### src/rtl/core/ocps_pkg.sv
// ----------------------------------------------------------------------------
// ocps_pkg
// Shared types, constants and helpers of the oriented cylinder point sampler.
// ----------------------------------------------------------------------------
package ocps_pkg;

	// one input transaction
	typedef struct packed {
		logic [15:0] slab_start;
		logic [15:0] slab_end;
		logic [14:0] rand_radial;
		logic [15:0] rand_turn;
		logic [14:0] rand_level;
	} in_item_t;

	// one result transaction
	typedef struct packed {
		logic signed [31:0] point_x;
		logic signed [31:0] point_y;
		logic signed [31:0] point_z;
		logic               axis_degenerate;
	} out_item_t;

	// configuration register indexes
	typedef enum logic [2:0] {
		REG_RADIUS   = 3'd0,
		REG_HEIGHT   = 3'd1,
		REG_CENTER_X = 3'd2,
		REG_CENTER_Y = 3'd3,
		REG_CENTER_Z = 3'd4,
		REG_AXIS_X   = 3'd5,
		REG_AXIS_Y   = 3'd6,
		REG_AXIS_Z   = 3'd7
	} cfg_reg_t;

	// orthonormal basis, Q2.30 components
	typedef struct packed {
		logic signed [31:0] rx;
		logic signed [31:0] ry;
		logic signed [31:0] rz;
		logic signed [31:0] ux;
		logic signed [31:0] uy;
		logic signed [31:0] uz;
		logic signed [31:0] fx;
		logic signed [31:0] fy;
		logic signed [31:0] fz;
		logic               deg;
	} basis_t;

	// front end to iterative stages
	typedef struct packed {
		logic [14:0]        rand_radial;
		logic [15:0]        rand_turn;
		logic signed [31:0] ly;
	} iter_in_t;

	// iterative stages to rotation stages
	typedef struct packed {
		logic [14:0]        sq;
		logic signed [31:0] c;
		logic signed [31:0] s;
		logic signed [31:0] ly;
	} rot_in_t;

	// basis sequencer states
	typedef enum logic [4:0] {
		B_IDLE, B_A0, B_A1, B_A2, B_CHK, B_SQ, B_DLOAD, B_DRUN, B_SEL,
		B_N0, B_N1, B_NCHK, B_RSET, B_F0, B_F1, B_F2, B_F3, B_F4, B_F5
	} basis_state_t;

	localparam int SQRT_STEPS = 15;
	localparam int ATAN_ENTRIES = 24;

	localparam logic signed [33:0] CORDIC_GAIN_Q30 = 34'sd652032874;
	localparam logic [31:0] UP_Y_LIMIT_Q30 = 32'd1072668082;

	// atan(2^-i) in units of 2^-32 turn
	localparam logic signed [32:0] ATAN_TURN [ATAN_ENTRIES] = '{
		33'sd536870912, 33'sd316933406, 33'sd167458907, 33'sd85004756,
		33'sd42667331, 33'sd21354465, 33'sd10679838, 33'sd5340245,
		33'sd2670163, 33'sd1335087, 33'sd667544, 33'sd333772,
		33'sd166886, 33'sd83443, 33'sd41722, 33'sd20861,
		33'sd10430, 33'sd5215, 33'sd2608, 33'sd1304,
		33'sd652, 33'sd326, 33'sd163, 33'sd81
	};

	// clamp to 32 bit signed
	function automatic logic signed [31:0] sat32(input logic signed [39:0] v);
		if (v > 40'sd2147483647)
			return 32'sh7fffffff;
		else if (v < -40'sd2147483648)
			return 32'sh80000000;
		return v[31:0];
	endfunction

endpackage

### src/rtl/core/ocps_basis.sv
// ----------------------------------------------------------------------------
// ocps_basis
// Sequencer that derives the orthonormal basis from the axis registers with
// one shared multiplier, a bit-serial square root and a bit-serial divider.
// ----------------------------------------------------------------------------
module ocps_basis
	import ocps_pkg::*;
(
	input  logic               clk,
	input  logic               arst_n,
	input  logic               go,
	input  logic signed [15:0] axis_x,
	input  logic signed [15:0] axis_y,
	input  logic signed [15:0] axis_z,
	output logic               busy,
	output basis_t             basis
);

	typedef enum logic [2:0] {
		D_UX = 3'd0,
		D_UY = 3'd1,
		D_UZ = 3'd2,
		D_NA = 3'd3,
		D_NB = 3'd4
	} div_sel_t;

	basis_state_t state_q, state_d;
	logic [5:0]   cnt_q;
	div_sel_t     didx_q;
	logic         ph_q;
	logic         sel_q;

	logic signed [63:0] acc_q;
	logic [63:0]        sq_rad_q;
	logic [33:0]        sq_rem_q;
	logic [31:0]        sq_root_q;
	logic [31:0]        len_q;
	logic [63:0]        dvd_q;
	logic [31:0]        drem_q;
	logic               neg_q;
	logic signed [31:0] a_q, b_q, na_q, nb_q;
	logic signed [31:0] rx_q, ry_q, rz_q, ux_q, uy_q, uz_q, fx_q, fy_q, fz_q;
	logic               deg_q;

	logic signed [31:0] mul_a, mul_b;
	logic signed [63:0] prod;
	logic signed [63:0] fwd_diff;
	logic [35:0]        sq_rem_n;
	logic [35:0]        sq_trial;
	logic               sq_ge;
	logic [31:0]        sq_root_n;
	logic [32:0]        dr_n;
	logic               dv_ge;
	logic [63:0]        quot_n;
	logic signed [31:0] div_res;
	logic [15:0]        ax_mag;
	logic               ax_neg;
	logic [32:0]        ab_mag;
	logic               ab_neg;
	logic [31:0]        uy_abs;
	logic               sq_last, dv_last;

	// shared multiplier operand select
	always_comb begin
		unique case (state_q)
			B_A0:    begin mul_a = 32'(axis_x); mul_b = 32'(axis_x); end
			B_A1:    begin mul_a = 32'(axis_y); mul_b = 32'(axis_y); end
			B_A2:    begin mul_a = 32'(axis_z); mul_b = 32'(axis_z); end
			B_N0:    begin mul_a = a_q;  mul_b = a_q;  end
			B_N1:    begin mul_a = b_q;  mul_b = b_q;  end
			B_F0:    begin mul_a = uy_q; mul_b = rz_q; end
			B_F1:    begin mul_a = uz_q; mul_b = ry_q; end
			B_F2:    begin mul_a = uz_q; mul_b = rx_q; end
			B_F3:    begin mul_a = ux_q; mul_b = rz_q; end
			B_F4:    begin mul_a = ux_q; mul_b = ry_q; end
			B_F5:    begin mul_a = uy_q; mul_b = rx_q; end
			default: begin mul_a = '0;   mul_b = '0;   end
		endcase
	end

	assign prod     = mul_a * mul_b;
	assign fwd_diff = (acc_q - prod) >>> 30;

	// square root, one result bit per cycle
	assign sq_rem_n  = {sq_rem_q, sq_rad_q[63:62]};
	assign sq_trial  = 36'({sq_root_q, 2'b01});
	assign sq_ge     = sq_rem_n >= sq_trial;
	assign sq_root_n = {sq_root_q[30:0], sq_ge};
	assign sq_last   = cnt_q == 6'd31;

	// restoring divider, one quotient bit per cycle
	assign dr_n    = {drem_q, dvd_q[63]};
	assign dv_ge   = dr_n >= {1'b0, len_q};
	assign quot_n  = {dvd_q[62:0], dv_ge};
	assign div_res = neg_q ? 32'(-quot_n) : 32'(quot_n);
	assign dv_last = cnt_q == 6'd63;

	// numerator magnitude for the next division
	always_comb begin
		unique case (didx_q)
			D_UX:    ax_neg = axis_x[15];
			D_UY:    ax_neg = axis_y[15];
			default: ax_neg = axis_z[15];
		endcase
		unique case (didx_q)
			D_UX:    ax_mag = axis_x[15] ? 16'(-axis_x) : 16'(axis_x);
			D_UY:    ax_mag = axis_y[15] ? 16'(-axis_y) : 16'(axis_y);
			default: ax_mag = axis_z[15] ? 16'(-axis_z) : 16'(axis_z);
		endcase
		ab_neg = (didx_q == D_NA) ? a_q[31] : b_q[31];
		if (didx_q == D_NA)
			ab_mag = a_q[31] ? -33'(a_q) : 33'(a_q);
		else
			ab_mag = b_q[31] ? -33'(b_q) : 33'(b_q);
	end

	assign uy_abs = uy_q[31] ? 32'(-uy_q) : 32'(uy_q);

	// next state
	always_comb begin
		state_d = state_q;
		priority if (go) begin
			state_d = B_A0;
		end else begin
			unique case (state_q)
				B_IDLE:  state_d = B_IDLE;
				B_A0:    state_d = B_A1;
				B_A1:    state_d = B_A2;
				B_A2:    state_d = B_CHK;
				B_CHK:   state_d = (acc_q == '0) ? B_IDLE : B_SQ;
				B_SQ:    state_d = sq_last ? B_DLOAD : B_SQ;
				B_DLOAD: state_d = B_DRUN;
				B_DRUN: begin
					if (dv_last) begin
						if (didx_q == D_UZ)
							state_d = B_SEL;
						else if (didx_q == D_NB)
							state_d = B_RSET;
						else
							state_d = B_DLOAD;
					end
				end
				B_SEL:   state_d = B_N0;
				B_N0:    state_d = B_N1;
				B_N1:    state_d = B_NCHK;
				B_NCHK:  state_d = (acc_q == '0) ? B_RSET : B_SQ;
				B_RSET:  state_d = B_F0;
				B_F0:    state_d = B_F1;
				B_F1:    state_d = B_F2;
				B_F2:    state_d = B_F3;
				B_F3:    state_d = B_F4;
				B_F4:    state_d = B_F5;
				B_F5:    state_d = B_IDLE;
				default: state_d = B_IDLE;
			endcase
		end
	end

	// sequencer control
	always_ff @(posedge clk or negedge arst_n) begin
		if (!arst_n) begin
			state_q <= B_A0;
			cnt_q   <= '0;
			didx_q  <= D_UX;
			ph_q    <= 1'b0;
			sel_q   <= 1'b0;
		end else begin
			state_q <= state_d;
			cnt_q   <= (state_d == state_q) ? cnt_q + 6'd1 : '0;
			if (state_q == B_CHK)
				ph_q <= 1'b0;
			if (state_q == B_NCHK)
				ph_q <= 1'b1;
			if (state_q == B_SQ && sq_last)
				didx_q <= ph_q ? D_NA : D_UX;
			if (state_q == B_DRUN && dv_last && didx_q != D_UZ && didx_q != D_NB)
				didx_q <= div_sel_t'(didx_q + 3'd1);
			if (state_q == B_SEL)
				sel_q <= uy_abs >= UP_Y_LIMIT_Q30;
		end
	end

	// datapath registers
	always_ff @(posedge clk) begin
		unique case (state_q)
			B_A0, B_N0: acc_q <= prod;
			B_A1, B_A2, B_N1: acc_q <= acc_q + prod;
			B_CHK: begin
				deg_q     <= acc_q == '0;
				sq_rad_q  <= 64'(acc_q) << 30;
				sq_rem_q  <= '0;
				sq_root_q <= '0;
			end
			B_NCHK: begin
				sq_rad_q  <= 64'(acc_q);
				sq_rem_q  <= '0;
				sq_root_q <= '0;
				na_q      <= '0;
				nb_q      <= '0;
			end
			B_SQ: begin
				sq_rem_q  <= sq_ge ? 34'(sq_rem_n - sq_trial) : 34'(sq_rem_n);
				sq_root_q <= sq_root_n;
				sq_rad_q  <= sq_rad_q << 2;
				if (sq_last)
					len_q <= sq_root_n;
			end
			B_DLOAD: begin
				drem_q <= '0;
				if (didx_q == D_NA || didx_q == D_NB) begin
					dvd_q <= 64'(ab_mag) << 30;
					neg_q <= ab_neg;
				end else begin
					dvd_q <= 64'(ax_mag) << 45;
					neg_q <= ax_neg;
				end
			end
			B_DRUN: begin
				drem_q <= dv_ge ? 32'(dr_n - {1'b0, len_q}) : 32'(dr_n);
				dvd_q  <= quot_n;
				if (dv_last) begin
					unique case (didx_q)
						D_UX:    ux_q <= div_res;
						D_UY:    uy_q <= div_res;
						D_UZ:    uz_q <= div_res;
						D_NA:    na_q <= div_res;
						default: nb_q <= div_res;
					endcase
				end
			end
			B_SEL: begin
				if (uy_abs < UP_Y_LIMIT_Q30) begin
					a_q <= uz_q;
					b_q <= -ux_q;
				end else begin
					a_q <= -uz_q;
					b_q <= uy_q;
				end
			end
			B_RSET: begin
				rx_q <= sel_q ? 32'sd0 : na_q;
				ry_q <= sel_q ? na_q : 32'sd0;
				rz_q <= nb_q;
			end
			B_F0, B_F2, B_F4: acc_q <= prod;
			B_F1: fx_q <= 32'(fwd_diff);
			B_F3: fy_q <= 32'(fwd_diff);
			B_F5: fz_q <= 32'(fwd_diff);
			default: acc_q <= acc_q;
		endcase
	end

	assign busy = state_q != B_IDLE;

	assign basis = '{rx: rx_q, ry: ry_q, rz: rz_q, ux: ux_q, uy: uy_q, uz: uz_q,
		fx: fx_q, fy: fy_q, fz: fz_q, deg: deg_q};

endmodule

### config.mk
export PLATFORM = sky130hd
export DESIGN_NAME = ocps_basis
export DESIGN_NICKNAME = d
export VERILOG_FILES = /design/src/rtl/core/ocps_pkg.sv /design/src/rtl/core/ocps_basis.sv
export SDC_FILE = /design/constraint.sdc
export NUM_CORES = 2
export LEC_CHECK = 0
export ABC_AREA = 1
export ABC_CLOCK_PERIOD_IN_PS = 13000
export CORE_ASPECT_RATIO = 1.1
export CORE_MARGIN = 5
export CORE_UTILIZATION = 43
export CTS_CLUSTER_SIZE = 25
export DETAILED_ROUTE_END_ITERATION = 7
export DONT_BUFFER_PORTS = 1
export PLACE_DENSITY = 0.7
export SLEW_MARGIN = 10
export SYNTH_ARGS = -nofsm -noshare
export SYNTH_HDL_FRONTEND = slang
export SYNTH_SLANG_ARGS = --single-unit
### constraint.sdc
create_clock -name clk -period 13 [get_ports clk]
set_clock_uncertainty 0.05 [all_clocks]
set_input_delay 3.9 -clock clk [delete_from_list [all_inputs] [get_ports clk]]
set_output_delay 3.9 -clock clk [all_outputs]
set_load 0.02 [all_outputs]
==> results.txt <==
----------------------------------------------------
[Timing]
  Final max-slew violation count ... 0
  Part of the cycle the worst path needs ... 99.5%
  Setup violations, final ... 0
  Achievable frequency ... a little under 0.08 GHz
  Setup repair after global routing missed its margin ... yes
  Worst slew pin tran ... 1.18 ns
  Worst slew slack as a fraction of its limit ... 21.3%
  Final setup slack of the worst path ... ~0.065 ns
  Fin crit period ... 12.94 ns
  Number of hold violations in the final report ... 0

[Place]
  Port Buf Inserts ... 0
  Placed Area ... slightly above 100000 µm²
  Dpl hpwl ... between 300000 and 400000 µm
  Dpl cells ... between 10000 and 15000
  Worst slack at placement ... -2.00 ns
  Routability congestion estimate ... 1.07

[Die]
  Site row count ... 173
  Initial Util ... ~43%
  Die extent in y ... slightly below 500 µm
  Area of the core region ... 202000 µm²
  Num ports ... ~340
  Full die area ... 213000 µm²
  Horizontal extent of the die ... ~440 µm

[Route]
  First-pass DRT Iterations ... 8
  Mean routed wirelength per cell ... 24.5 µm
  Average via count per standard cell ... around 5.5
  Total wire length ... approximately 370000 µm
  Total DRC errors in the routed layout ... 1
  Final antenna-violating net count ... 0
  Number of DRC violations after detailed-routing iteration 0 ... 8681
  Total via count in the routed design ... just over 80000

[CTS]
  Worst-path clk slew ... 0.07 ns
  Number of H-tree levels ... 3
  CTS Hold Bufs ... 0
  Latest clock arrival within the worst-skew pair ... a little under 0.8 ns
  Clk Tree Root Cell ... clkbuf_16
  TritonCTS Sinks ... 756
  CTS Buf Count ... 85
  CTS tree ... done
  Clock tree buffer depth ... 3

[Synthesis]
  Total nets after synthesis ... 12429
  Post-synthesis instance area ... about 88000 µm²
  Ys Warns ... 0
  Async set-reset flop share out of synthesis ... about 2.1%
  Synthesized netlist cell count ... ~11000
  Number of synthesized flops with an enable pin ... 740
  Proportion of synthesized chip area in sequential cells ... 25.8%
  Synth cell types ... 64
  Seq cells post-synth ... roughly 760
  Syn_area_per_cell ... 8.04 µm²
  Most used DFF post-synth ... edfxtp_1

[Global route]
  Number of antenna violations at the first check in global routing ... 10
  Pin count of the biggest net entering global routing ... 79
  GR Overflow Total ... 0
  First-pass GRT wire length ... 530000 µm
  Global-route total usage across every layer ... 33.6%
  Vias in the first global route ... 81906

[Layout]
  Synthesis-to-finish area growth ... 24.3%
  Share of final-layout standard cells stronger than drive strength 1 ... 21.5%
  Highest-count cells in the layout ignoring fill and taps ... inv_1 (2267), nand2_1 (2184), buf_4 (1389), fa_1 (1038), nor2_1 (953)
  Number of non-filler instances in the completed layout ... 14922
  Final non-filler cell area ... 109000 µm²
  Layout net count ... around 14000
  Leading cell type in the layout, fill and taps excluded ... inv_1

[Critical path]
  Setup crit start ... axis_x[14]
  Worst EP required ... 13.44 ns
  Delay of the slowest cell on the worst path ... ~0.65 ns
  CP delay by family, top ... adder cells
  Worst flop-to-flop path startpoint ... state_q[4]
  Sort of element at the start of the critical path ... input pin
  Count of buffering cells on the critical path with inverters included ... 15
  Worst path slowest cell ... fa_1
  CP arrival ... 13.37 ns
  Sort of element at the end of the critical path ... flip-flop
  Worst setup path class ... input pin to flip-flop
  Largest fanout on the critical path ... 20

[Outcome]
  Result of the run ... complete, but fails checks
  Failing checks ... design-rule violations

[Run]
  Reported max-cap violation count ... 0

[Min path]
  Worst min-delay path category ... flip-flop to flip-flop
  Worst min-delay path startpoint ... nb_q[5]

----------------------------------------------------
## cells in the mapped netlist, types with 98 or more instances
| library cell | number | area, µm² |
|---|---|---|
| a21oi_1 | 468 | 2340 |
| buf_2 | 126 | 631 |
| clkbuf_1 | 180 | 676 |
| edfxtp_1 | 740 | 22200 |
| fa_1 | 1084 | 21700 |
| ha_1 | 399 | 4990 |
| inv_1 | 2365 | 8880 |
| nand2_1 | 2304 | 8650 |
| nand3_1 | 480 | 2400 |
| nand4_1 | 98 | 613 |
| nor2_1 | 1131 | 4250 |
| nor3_1 | 115 | 576 |
| o21ai_0 | 499 | 2500 |
| xor2_1 | 168 | 1470 |
## cells by family (layout without fill, tap and decap cells)
logic type | Yosys count | after routing | share of synthesized area [%]
simple gates | 4308 | 4308 | 20.4
buf+inv | 2770 | 4080 | 12.1
fa+ha+maj | 1483 | 1483 | 30.5
compound gates | 1349 | 1349 | 8.91
flops | 756 | 756 | 25.8
xor+xnor | 229 | 229 | 2.29
other cells | 0 | 5 | 0
## path summary, 6_finish.rpt
check	cells past startpoint	slack, ns	to
min in group asynchronous	0	2.79	didx_q[2]
max in group asynchronous	0	9.90	state_q[0]
max reg2reg	48	1.50	fy_q[28]
min reg2reg	0	0.36	rz_q[5]
min	0	0.36	rz_q[5]
max	44	0.06	fy_q[28]
## registers in the layout (all words and copies together) (netlist names), 32 cells and up
register   count
a_q           32
acc_q         64
b_q           32
drem_q        32
dvd_q         64
fx_q          32
fy_q          32
fz_q          32
len_q         32
na_q          32
nb_q          32
rx_q          32
ry_q          32
rz_q          32
sq_rad_q      64
sq_rem_q      34
sq_root_q     32
ux_q          32
uy_q          32
uz_q          32
## worst register-to-register path: cells and delay by family, from the launching register on
family | cells | cell delay, ns
AO/OA/AOI/OAI | 7 | 1.37
AND/OR/NAND/NOR | 15 | 2.12
XOR/XNOR | 2 | 0.40
adder cells (fa/ha/maj) | 10 | 4.62
buffers and inverters | 14 | 2.17
flip-flops | 1 | 0.53
## metrics by stage
stage	setup TNS (ns)	hold slack, ns	util (%)
after CTS	-0.0948	0.361	51.7
final	0	0.361	53.8
after floorplan	-0.0165	0.350	-
after global placement	-162.86	0.351	49.7
after detailed placement	-172.81	0.355	49.7
after global routing	-4.21	0.368	53.8
## what timing repair did
item                                    in CTS  in global routing
gates resized for setup                    267                901
pin swaps                                   40                256
cloned                                       0                  2
endpoints found under the setup margin     133                141
buffers inserted                            15                105
## routing by layer
metal  track usage (%)  vias up  wire length, µm
met5                 0        -               22
met4              20.5        4            28200
met3              6.87     1087            36100
met2              51.8     4258           162000
met1              43.5    40310           140000
li1                  -    36418                -
## area by class of cell
| class | count | area (µm²) |
|---|---|---|
| multi-input combinational | 7369 | 58800 |
| timing repair buffer | 1484 | 11900 |
| sequential | 756 | 22600 |
| clock buffer | 97 | 2170 |
| clock inverter | 61 | 682 |
| inverter | 2437 | 9260 |
| fill | 18798 | 93500 |
| timing repair inverter | 1 | 7.51 |
| antenna | 5 | 12.5 |
| tap | 2712 | 3390 |
Power is not shown: default switching activity piles up to over one toggle a cycle in this logic, so the estimate is an artifact.
